<file path="src/design/assert_macros.svh">
`ifndef ASSERT_MACROS_SVH
`define ASSERT_MACROS_SVH

// Antecedent implies consequent in the same cycle.
`define ASSERT_IMPLIES(name, clk, rst_n, pre, post) \
  name: assert property (@(posedge clk) disable iff (!(rst_n)) (pre) |-> (post)) \
    else $error("assertion failed");

// Antecedent implies consequent in the next cycle.
`define ASSERT_NEXT(name, clk, rst_n, pre, post) \
  name: assert property (@(posedge clk) disable iff (!(rst_n)) (pre) |=> (post)) \
    else $error("assertion failed");

// Condition never holds.
`define ASSERT_NEVER(name, clk, rst_n, cond) \
  name: assert property (@(posedge clk) disable iff (!(rst_n)) !(cond)) \
    else $error("assertion failed");

`endif

</file>
<file path="src/design/dmpc_pkg.sv">
`timescale 1ns / 1ps

package dmpc_pkg;

  localparam int RefPortBits = 32;
  localparam int GenBits     = 32;
  localparam int QueueDepth  = 2;

  localparam logic [1:0] CMD_LOOKUP = 2'd0;
  localparam logic [1:0] CMD_INSERT = 2'd1;
  localparam logic [1:0] CMD_INVAL  = 2'd2;

  typedef enum logic [1:0] {
    OP_LOOKUP = 2'b00,
    OP_INSERT = 2'b01,
    OP_INVAL  = 2'b10,
    OP_NONE   = 2'b11
  } op_e;

  localparam int OpBits = $bits(op_e);

  typedef logic [RefPortBits-1:0] ref_t;
  typedef logic [GenBits-1:0]     gen_t;

endpackage

</file>
<file path="src/design/dmpc_front.sv">
`timescale 1ns / 1ps

module dmpc_front #(
  parameter int IdxW      = 8,
  parameter int StoreBits = 32
) (
  input  logic                 start_i,
  output logic                 busy_o,
  input  logic [1:0]           command_i,
  input  dmpc_pkg::ref_t       object_ref_i,
  input  dmpc_pkg::ref_t       key_ref_i,
  input  dmpc_pkg::ref_t       key_hash_i,
  input  dmpc_pkg::ref_t       value_ref_i,
  input  logic                 queue_full_i,
  input  logic                 clearing_i,
  output logic                 push_o,
  output dmpc_pkg::op_e        op_o,
  output logic [IdxW-1:0]      idx_o,
  output logic [StoreBits-1:0] obj_o,
  output logic [StoreBits-1:0] key_o,
  output logic [StoreBits-1:0] val_o
);

  import dmpc_pkg::*;

  ref_t hashed;

  assign busy_o = queue_full_i || clearing_i;
  assign push_o = start_i && !busy_o;

  always_comb begin
    case (command_i)
      CMD_LOOKUP: op_o = OP_LOOKUP;
      CMD_INSERT: op_o = OP_INSERT;
      CMD_INVAL:  op_o = OP_INVAL;
      default:    op_o = OP_NONE;
    endcase
  end

  assign obj_o  = object_ref_i[StoreBits-1:0];
  assign key_o  = key_ref_i[StoreBits-1:0];
  assign val_o  = value_ref_i[StoreBits-1:0];
  assign hashed = RefPortBits'(obj_o) ^ key_hash_i;
  assign idx_o  = hashed[IdxW-1:0];

endmodule

</file>
<file path="config.mk">
export PLATFORM = sky130hd
export DESIGN_NAME = dmpc_front
export DESIGN_NICKNAME = d
export VERILOG_FILES = /design/src/design/assert_macros.svh /design/src/design/dmpc_pkg.sv /design/src/design/dmpc_front.sv
export SDC_FILE = /design/constraint.sdc
export NUM_CORES = 1
export LEC_CHECK = 0
export ABC_AREA = 0
export BUFFER_PORTS_ARGS = -buffer_cell sky130_fd_sc_hd__buf_2
export CAP_MARGIN = 25
export CORE_AREA = 4 4 92 94
export DETAILED_ROUTE_END_ITERATION = 6
export DIE_AREA = 0 0 96 98
export SYNTH_ARGS = -nofsm -noshare
export SYNTH_HDL_FRONTEND = slang
export SYNTH_SLANG_ARGS = --single-unit
export TNS_END_PERCENT = 10
</file>
<file path="constraint.sdc">
create_clock -name vclk -period 0.8
set_clock_uncertainty 0.05 [all_clocks]
set_input_delay 0 -clock vclk [all_inputs]
set_output_delay 0 -clock vclk [all_outputs]
set_load 0.02 [all_outputs]
</file>
# Word-level counts from Yosys, hierarchy flattened
# Cells that the tools add are included.
[classes]
n_eq_ne = 2
n_reduce_logical = 4
addsub = 0
order_cmp = 0
multipliers = 0
n_div = 0
mux = 1
shift = 0
bitwise = 1
[ops]
columns = ["operator", "count"]
rows = [
  ["8-bit bitwise XOR", 1],
  ["2-bit case mux with 3 select lines", 1],
  ["2-bit by 1-bit equality test with 1-bit output, second input constant", 1],
  ["2-bit equality test, second input constant", 1],
  ["2-bit zero test", 1],
  ["1-bit logical AND", 1],
  ["1-bit zero test", 1],
  ["1-bit logical OR", 1],
]
[totals]
mem_bits_ro = 0
register_bits = 0
mem_count = 0
word_cells = 8
out_inout_bits = 108
latch_bits = 0
mem_bits_rw = 0
input_bits = 133

# Logic depth before layout (Yosys ltp)
[logic_depth]
word_depth = 3
depth_mapped = 1
mapped_depth_nobuf = 1

# Least setup slack after synthesis
# No wires, ideal clock.
[synth_path]
path_type = "in2out"
start = "input port clearing_i"
end = "output port push_o"
n_path_buf = 0
t_required_ns = 0.750
t_arrival_ns = 0.527
stages = 1
slack_ns = 0.223
cell_sequence = "nor3b_1"
[synth_between]
elab_chain_len = 3
[synth_lines]
columns = ["element", "line", "source"]
rows = [
  ["start, declared", "dmpc_front.sv:15", "input logic clearing_i,"],
  ["1-bit logical OR", "dmpc_front.sv:28", "assign busy_o = queue_full_i || clearing_i;"],
  ["1-bit zero test", "dmpc_front.sv:29", "assign push_o = start_i && !busy_o;"],
  ["1-bit logical AND", "dmpc_front.sv:29", ""],
  ["end, declared", "dmpc_front.sv:16", "output logic push_o,"],
]
# No other way between the ends.

# Final worst setup path
[layout_path]
start = "input port key_ref_i[17]"
end = "output port key_o[17]"
[layout_lines]
columns = ["element", "line", "source"]
rows = [
  ["start, declared", "dmpc_front.sv:11", "input dmpc_pkg::ref_t key_ref_i,"],
  ["end, declared", "dmpc_front.sv:20", "output logic [StoreBits-1:0] key_o,"],
]
# No word-level cell between the ends.

==> flow_metrics.tcl <==
set metrics [dict create \
    grt_util_all_layers_pct 5.81 \
    drtAntennaViolNets 0 \
    die-area_um2 9410 \
    numSequentialCells 0 \
    finalCriticalPeriod_ps 729 \
    final_layout_size_suffix_gt1_share_pct 27.0 \
    finalHoldViolations 0 \
    crit_buf_inv 1 \
    globalplace.congestion 0.463 \
    pin_count_of_the_biggest_net_entering_global_routing 3 \
    coreArea_um2 7650 \
    rsz0062_at_grt "false" \
    crit_path_cell_trace "dlygate4sd3_1" \
    synthToLayoutAreaGrowth_pct 59.8 \
    post-cts-setup-buffers 0 \
    die_width_um 96 \
    crit_required_ps 750 \
    remaining_overflow_grt 0 \
    grt_antenna_before_repair 0 \
    post_drt_via_cell_ratio 2.91 \
    max_clock_freq_mhz 1370 \
    postRouteWirelength_mm 3.35 \
    cellLeakagePower_nw 0.559 \
    path_max_fanout 1 \
    drtPass1Iterations 2 \
    route.detailed.drc 0 \
    n_clock_buffer 0 \
    synth_sequential_area_ratio_pct 0 \
    cp_data_arrival_time_ps 680 \
    postLayoutCellArea_um2 1300 \
    routedWlPerCell_um 14.0 \
    postPlaceCellArea_um2 397 \
    first_iter_violations 4 \
    top_level_ports 241 \
    max_stage_delay_ps 680 \
    layout_worst_path_cycle_share_pct 91.1 \
    detailroute.via_count 696 \
    grt_pass1_wl_mm 4.44 \
    fp-row-count 32 \
    detailed_placement_hpwl_mm 1.79 \
    cts_resized 0 \
    irDropWorstVdd_mv 0.132 \
    die_height_um 98 \
    layout_common_cells "sky130_fd_sc_hd__dlygate4sd3_1 (90), sky130_fd_sc_hd__buf_2 (37), sky130_fd_sc_hd__xor2_1 (8)" \
    sequential_cell_area_um2 0 \
    slew_headroom_pct 82.9 \
    buffer_ports.inserted 37 \
    final_nets 272 \
    worst_setup_path_start_kind "primary input" \
    timing_worst_setup_path_type "primary input to primary output" \
    drv_cap 0 \
    critical-path-top-delay-family "buffers and inverters" \
    result_of_the_run "complete, no violations" \
    yosys_warnings 0 \
    first_global_vias 859 \
    timing.hold.worst.class "primary input to primary output" \
    netlist_area_pre_place_um2 812 \
    tns_ps 0 \
    slowest_stage "sky130_fd_sc_hd__dlygate4sd3_1" \
    final_count_of_pins_violating_max_slew 0 \
    finish.utilization_pct 17.0 \
    initial_core_util_pct 10.6 \
    synth_cell_types 5 \
    power_density_nw_per_um2 732 \
    syn_avg_cell_area_um2 7.52 \
    synthesis.instances 108 \
    cts_hold_buffers 90 \
    layout_commonest_cell "sky130_fd_sc_hd__dlygate4sd3_1" \
    diodes 0 \
    worst_setup_path_end_kind "primary output" \
    setup-violations-final 0 \
    synth.net_count 241 \
    timing_worst_slew_pin_value_ps 255 \
]
==> logic make-up (layout without fill, tap and decap cells) <==
logic type,after synthesis,after routing,synth area share [%]
xor+xnor,8,8,8.63
buf+inv,98,127,89.7
simple gates,2,2,1.70
==> routing by layer <==
layer / up-vias / global-route usage (%) / wire, um
met2: 116 / 13.4 / 2020
met4: 0 / 0 / 0
li1: 286 / - / -
met5: - / 0 / 0
met3: 0 / 1.23 / 492
met1: 294 / 4.91 / 830
==> final timing paths <==
path | startpoint | endpoint | slack [ps] | cells past startpoint
worst max-delay path | key_ref_i[17] | key_o[17] | 70 | 1
worst min-delay path | object_ref_i[0] | obj_o[0] | 190 | 2
==> report_power, final <==
group | leakage [nW] | switching, mW | total, mW | internal, mW
clock | 0 | 0 | 0 | 0
sequential | 0 | 0 | 0 | 0
combinational | 0.559 | 0.550 | 0.950 | 0.399
total | 0.559 | 0.550 | 0.950 | 0.399
==> layout make-up <==
| type | count | area, um2 |
|---|---|---|
| tap | 102 | 128 |
| timing repair buffer | 127 | 1090 |
| fill | 834 | 6350 |
| multi-input combinational | 10 | 83.8 |
==> synth_stat cells, drive strengths merged <==
library cell | count | area share [%]
buf | 96 | 89
clkbuf | 2 | 0.92
nor3b | 1 | 0.92
or2 | 1 | 0.77
xor2 | 8 | 8.6
==> metrics by stage <==
step | hold WS, ps | total power, mW | setup WS (ps) | cells
after floorplan | 31.7 | 0.803 | 223 | 108
after global placement | -49.9 | 0.247 | 278 | 149
after detailed placement | -49.9 | 0.247 | 253 | 149
after CTS | 197 | 0.955 | 57.4 | 239
after global routing | 207 | 1.01 | 48.3 | 239
final | 194 | 0.950 | 71.1 | 239
Note: power is estimated with default switching activity, not from simulation.
