## config.mk

```make
export PLATFORM = sky130hd
export DESIGN_NAME = dmpc_fifo
export DESIGN_NICKNAME = d
export VERILOG_FILES = /design/src/design/dmpc_fifo.sv
export VERILOG_INCLUDE_DIRS = /design/src /design/src/design
export SDC_FILE = /design/constraint.sdc
export NUM_CORES = 1
export LEC_CHECK = 0
export ABC_AREA = 1
export BUFFER_PORTS_ARGS = -buffer_cell sky130_fd_sc_hd__buf_2
export CAP_MARGIN = 5
export CORE_MARGIN = 1.5
export CORE_UTILIZATION = 57
export CTS_BUF_LIST = sky130_fd_sc_hd__clkbuf_8
export DETAILED_ROUTE_END_ITERATION = 6
export GPL_TIMING_DRIVEN = 0
export PLACE_DENSITY = 0.86
export SYNTH_ARGS = -nofsm -noshare
export SYNTH_HDL_FRONTEND = slang
export SYNTH_SLANG_ARGS = --single-unit
```

## constraint.sdc

```tcl
create_clock -name clk_i -period 3.55 [get_ports clk_i]
set_clock_uncertainty 0.15 [all_clocks]
set_input_delay 1.065 -clock clk_i [delete_from_list [all_inputs] [get_ports clk_i]]
set_output_delay 1.065 -clock clk_i [all_outputs]
set_load 0.005 [all_outputs]
```

## src/design/assert_macros.svh

```systemverilog
`ifndef ASSERT_MACROS_SVH
`define ASSERT_MACROS_SVH

// Antecedent implies consequent in the same cycle.
`define ASSERT_IMPLIES(name, clk, rst_n, pre, post) \
  name: assert property (@(posedge clk) disable iff (!(rst_n)) (pre) |-> (post)) \
    else $error("assertion failed");

// Antecedent implies consequent in the next cycle.
`define ASSERT_NEXT(name, clk, rst_n, pre, post) \
  name: assert property (@(posedge clk) disable iff (!(rst_n)) (pre) |=> (post)) \
    else $error("assertion failed");

// Condition never holds.
`define ASSERT_NEVER(name, clk, rst_n, cond) \
  name: assert property (@(posedge clk) disable iff (!(rst_n)) !(cond)) \
    else $error("assertion failed");

`endif

```

## src/design/dmpc_fifo.sv

```systemverilog
`timescale 1ns / 1ps
`include "assert_macros.svh"

module dmpc_fifo #(
  parameter int Width = 8,
  parameter int Depth = 2
) (
  input  logic             clk_i,
  input  logic             rst_ni,
  input  logic             push_i,
  input  logic [Width-1:0] data_i,
  input  logic             pop_i,
  output logic [Width-1:0] data_o,
  output logic             empty_o,
  output logic             full_o
);

  localparam int PtrW = (Depth > 1) ? $clog2(Depth) : 1;
  localparam int CntW = $clog2(Depth + 1);

  logic [Width-1:0] buf_q [Depth];
  logic [PtrW-1:0]  wptr_q, wptr_d, rptr_q, rptr_d;
  logic [CntW-1:0]  cnt_q, cnt_d;
  logic             do_push, do_pop;

  assign empty_o = (cnt_q == '0);
  assign full_o  = (cnt_q == CntW'(Depth));
  assign do_push = push_i && !full_o;
  assign do_pop  = pop_i && !empty_o;
  assign data_o  = buf_q[rptr_q];

  always_comb begin
    wptr_d = wptr_q;
    rptr_d = rptr_q;
    cnt_d  = cnt_q;
    if (do_push) begin
      wptr_d = (wptr_q == PtrW'(Depth - 1)) ? '0 : wptr_q + 1'b1;
    end
    if (do_pop) begin
      rptr_d = (rptr_q == PtrW'(Depth - 1)) ? '0 : rptr_q + 1'b1;
    end
    if (do_push && !do_pop) begin
      cnt_d = cnt_q + 1'b1;
    end else if (do_pop && !do_push) begin
      cnt_d = cnt_q - 1'b1;
    end
  end

  always_ff @(posedge clk_i or negedge rst_ni) begin
    if (!rst_ni) begin
      wptr_q <= '0;
      rptr_q <= '0;
      cnt_q  <= '0;
    end else begin
      wptr_q <= wptr_d;
      rptr_q <= rptr_d;
      cnt_q  <= cnt_d;
    end
  end

  always_ff @(posedge clk_i) begin
    if (do_push) begin
      buf_q[wptr_q] <= data_i;
    end
  end

  `ASSERT_NEVER(a_no_push_full, clk_i, rst_ni, push_i && full_o)
  `ASSERT_IMPLIES(a_cnt_bound, clk_i, rst_ni, 1'b1, cnt_q <= CntW'(Depth))

endmodule

```

-- After elaboration in Yosys (flattened, before gate mapping)
Memories as Yosys holds them, arrays and structs flattened.
Index checks and enable logic that the tools add are counted.
- equal/unequal tests: 1
- add/subtract/negate cells: 4
- reduce and logical (&&, ||, !) cells: 10
- mux-type cells: 6
- operator list (kind ; count):
    $logic_and 1x1->1 ; 4
    $logic_not 1->1 ; 4
    $mux 1 ; 4
    $mux 2 ; 2
    $add 1x1->1 const B ; 2
    $add 2x1->2 const B ; 1
    $eq 2x2->1 const B ; 1
    $logic_not 2->1 ; 1
    $reduce_bool 2->1 ; 1
    $sub 2x1->2 const B ; 1
- memories kept: 1
- bits in writable memories: 16
- bits in registers: 4
- memories (memory ; words ; width ; read ports ; clocked after memory_dff ; write ports ; RTL line ; source):
    buf_q ; 2 ; 8 ; 1 ; 0 ; 1 ; dmpc_fifo.sv:21 ; logic [Width-1:0] buf_q [Depth];

-- Logic depth before layout (Yosys ltp)
- word-level depth: 7
- gate-level depth with buffers: 9
- depth with buffers taken out: 9

-- Worst setup path before layout
No wires, ideal clock.
- path type: in2reg
- start: input port push_i
- end: memory buf_q[1][0], enable pin
- arrival: 1.505 ns
- buffers on the path: 0
- path slack: 1.525 ns
- data required time: 3.030 ns
- setup time: 0.370 ns
- stages on the path: 2
- cells stage by stage: o21ai_1 -> nor2_1
- cells in the longest elaborated chain, start to end: 3
- ends and longest elaborated chain (item ; RTL line ; source):
    from (decl) ; dmpc_fifo.sv:10 ; input logic push_i,
    $logic_and 1x1->1 ; dmpc_fifo.sv:28 ; assign do_push = push_i && !full_o;
    $mux 1 ; dmpc_fifo.sv:62 ; if (do_push) begin
    $mux 1 (not written as such) ; dmpc_fifo.sv:63 ; buf_q[wptr_q] <= data_i;
    to (decl) ; dmpc_fifo.sv:21 ;
No other way between the ends.

-- Worst setup path in the final report
- start: register rptr_q
- end: output port data_o[2]
- cells in the longest elaborated chain, start to end: 1
- ends and longest elaborated chain (item ; RTL line ; source):
    from (decl) ; dmpc_fifo.sv:22 ; logic [PtrW-1:0] wptr_q, wptr_d, rptr_q, rptr_d;
    from (signal assigned) ; dmpc_fifo.sv:56 ; rptr_q <= rptr_d;
    $mem_v2 2x8 ; - ;
    to (decl) ; dmpc_fifo.sv:13 ; output logic [Width-1:0] data_o,
No other way between the ends.

==> impl_summary.log <==
[metrics] nets@finish: 112
[metrics] met3 layer wire length in the routed design: 112 µm
[metrics] fin. max-slew vios: 0
[metrics] most common flop cell mapped by yosys: sky130_fd_sc_hd__edfxtp_1
[metrics] slowest cell on the critical path: sky130_fd_sc_hd__dfrtp_1
[metrics] peak per-stage delay on the critical path: 360 ps
[metrics] H-tree level count: 1
[metrics] first-pass GRT wire length: 2060 µm
[metrics] final weighted congestion in routability-driven placement: 0.740
[metrics] path class of the lowest-slack min-delay path: reg2reg
[metrics] sequential element share of the synthesized area: 70.0%
[metrics] Remaining Overflow, GRT: 0
[metrics] die height: 41.2 µm
[metrics] global router's overall resource usage: 20.1%
[metrics] setup repair after global routing missed its margin: false
[metrics] Syn Std Cell Area: 830 µm²
[metrics] multiplexer share of the synthesized area: 0%
[metrics] clock tree from TritonCTS: done
[metrics] DRC Markers: 0
[metrics] starting density of the core: 62.2%
[metrics] path type of the worst setup path: reg2out
[metrics] Chip Width: 41.2 µm
[metrics] buffer count from post-CTS setup fixing: 0
[metrics] max-cap violation count: 0
[metrics] dominant combinational cell family by area after synthesis: simple AND/OR/NAND/NOR gates
[metrics] detail-routed via count per cell: 5.15
[metrics] total negative slack for setup checks: 0 ps
[metrics] Hold Fails Final Rpt: 0
[metrics] share of final-layout standard cells stronger than drive strength 1: 32.7%
[metrics] filler cell count in the final layout: 93
[metrics] largest voltage drop on the vdd net: 0.000696 V
[metrics] cells along the critical path: buf_2, inv_2, nand2_1, nand2_1, buf_2
[metrics] routed len/inst: 13.2 µm
[metrics] Highest Signal Layer: met4
[metrics] clock-pin slew on the worst setup and hold paths: 70 ps
[metrics] largest cells by area after synthesis: sky130_fd_sc_hd__edfxtp_1, sky130_fd_sc_hd__nand2_1, sky130_fd_sc_hd__dfrtp_1
[metrics] detailed-routing wirelength on met1: 580 µm
[metrics] Post-CTS Hold Buffers: 0
[metrics] Worst path top cell family by delay: buffers and inverters
[metrics] Synth Net Count: 86
[metrics] antenna violations before repair: 0
[metrics] Area Growth Syn to Fin: 23.5%
[metrics] number of buffers added on ports: 21
[metrics] minimum setup slack in the final design: 1110 ps
[metrics] area inside the core boundary: 1330 µm²
[metrics] floorplan die area: 1690 µm²
[metrics] fraction of synthesized cell area in xor and xnor cells: 1.06%
[metrics] Root Buffer Master: sky130_fd_sc_hd__clkbuf_8
[metrics] top cell type's share of synthesized area: 57.9%
[metrics] Post-synth ARST share: 20.0%
[metrics] data required time at the worst endpoint: 2330 ps
[metrics] share of synthesized cell area in and, or, nand and nor gates: 22.0%
[metrics] complex-gate fraction of the synthesized area: 1.21%
[metrics] most frequent cells after synthesis: sky130_fd_sc_hd__nand2_1, sky130_fd_sc_hd__edfxtp_1, sky130_fd_sc_hd__inv_1
[metrics] critical path capture point type: primary output
[metrics] synthesized instance count: 73
[metrics] ports placed on the boundary: 22
[metrics] Final period util: 68.6%
[metrics] DP HPWL: 938 µm
[metrics] critical path buffer and inverter count: 3
[metrics] buffer depth of the longest clock path: 2
[metrics] number of clock sinks: 20
[metrics] ANT nets after route: 0
[metrics] fraction of the mapped netlist area in adder cells: 1.51%
[metrics] wire length on met2: 774 µm
[metrics] Clk Latency, worst-skew pair: 260 ps
[metrics] cts repair resizes: 0
[metrics] via count of the first global-routing pass: 508
[metrics] placement row count: 13
[metrics] Max FO, Critical Path: 10
[metrics] post-synthesis average cell area: 11.4 µm²
[metrics] time the worst path needs with I/O delays and setup: 2440 ps
[metrics] TritonCTS buffer count: 3
[metrics] P per Cell Area: 858 nW/µm²
[metrics] Synthesis Warnings: 0
[metrics] leakage power summed over all cells: 0.000498 µW
[metrics] status: complete, no violations
[metrics] count of cell types in the netlist: 16
[metrics] total iterations of the first detailed-routing run: 4
[metrics] first-iteration detailed-routing DRC count: 14
[metrics] top-count cell post-synth: sky130_fd_sc_hd__nand2_1
[metrics] vias after detailed routing: 582
[metrics] number of diodes: 0
[metrics] worst path arrival time: 1220 ps
[metrics] maximum number of pins on one net before global-route repair: 13
[metrics] largest area contributor in the synthesized netlist: sky130_fd_sc_hd__edfxtp_1
[metrics] f_max: 411 MHz
[metrics] pre-CTS setup slack: 1290 ps
[metrics] Worst Max-Slew Pin Slew: 651 ps
[metrics] number of enable flip-flop cells after synthesis: 16
[metrics] post-synthesis register bit count: 20
[metrics] CP Launch Type: flop
[metrics] drt total wl: 1490 µm
[metrics] worst slew margin relative to its limit: 56.4%
[metrics] Final Setup Violations: 0
==> final timing paths <==
check,start,end,slack [ps],cells after the start
max,rptr_q,data_o[2],1110,5
min,wptr_q,wptr_q,350,2
max reg2reg,cnt_q[0],buf_q[1][0],1900,2
min reg2reg,wptr_q,wptr_q,350,2
max in group asynchronous,rst_ni,rptr_q,2680,1
min in group asynchronous,rst_ni,wptr_q,450,1
==> stage by stage <==
step	instances	utilization, %	hold slack (ps)	total power [µW]	area, µm²
2_1_floorplan	73	-	299	548	830
3_3_place_gp	109	71.5	313	635	953
3_5_place_dp	109	71.5	330	650	953
4_1_cts	113	76.8	342	877	1020
5_1_grt	113	76.8	380	930	1020
6_report	113	76.8	347	879	1020
==> layout make-up <==
cell class / instances / area [µm²] / area share [%]
Clock inverter: 1 / 30.0 / 2.93
Inverter: 8 / 30.0 / 2.93
Timing Repair Buffer: 21 / 105 / 10.3
Sequential cell: 20 / 581 / 56.7
Tap cell: 15 / 18.8 / 1.83
Multi-Input combinational cell: 44 / 214 / 20.9
Clock buffer: 3 / 41.3 / 4.03
Buffer: 1 / 5.00 / 0.488
==> cells by family (layout without fill, tap and decap cells) <==
kind of cell               Yosys count  after routing
AOI/OAI and AO/OA                    2              2
xor gates and xnor gates             1              1
adders and majority gates            1              1
buffers and inverters                9             34
DFF                                 20             20
and+or+nand+nor                     40             40
==> where the power goes <==
part	total, µW	internal (µW)	switching (µW)
clock network	223	150	72.5
registers	360	326	34.0
logic	295	116	179
==> cells in the final DEF, fill, tap and decap left out, types with 2 or more instances in the layout <==
cell type and instances:
sky130_fd_sc_hd__o21ai_1 2, sky130_fd_sc_hd__edfxtp_1 16, sky130_fd_sc_hd__nand2_1 32, sky130_fd_sc_hd__nor2_1 2
sky130_fd_sc_hd__clkbuf_8 3, sky130_fd_sc_hd__dfrtp_1 4, sky130_fd_sc_hd__inv_1 6, sky130_fd_sc_hd__buf_2 22
sky130_fd_sc_hd__inv_2 2
==> per-layer routing <==
layer / global-route usage (%) / vias to the layer above
met4: 4.84 / 0
met2: 37.5 / 27
met1: 22.8 / 264
met3: 4.89 / 7
li1: - / 284
met5: 0 / -
==> worst register-to-register path, stage by stage, from the launching register on <==
cell,delay [ps]
sky130_fd_sc_hd__dfrtp_1,490
sky130_fd_sc_hd__o21ai_1,130
sky130_fd_sc_hd__nor2_1,520
==> registers in the layout, summed over array words and instances (netlist names) <==
signal and cells:
rptr_q 1, buf_q 16, wptr_q 1, cnt_q 2
No activity file was read; power rests on OpenSTA's default activity.
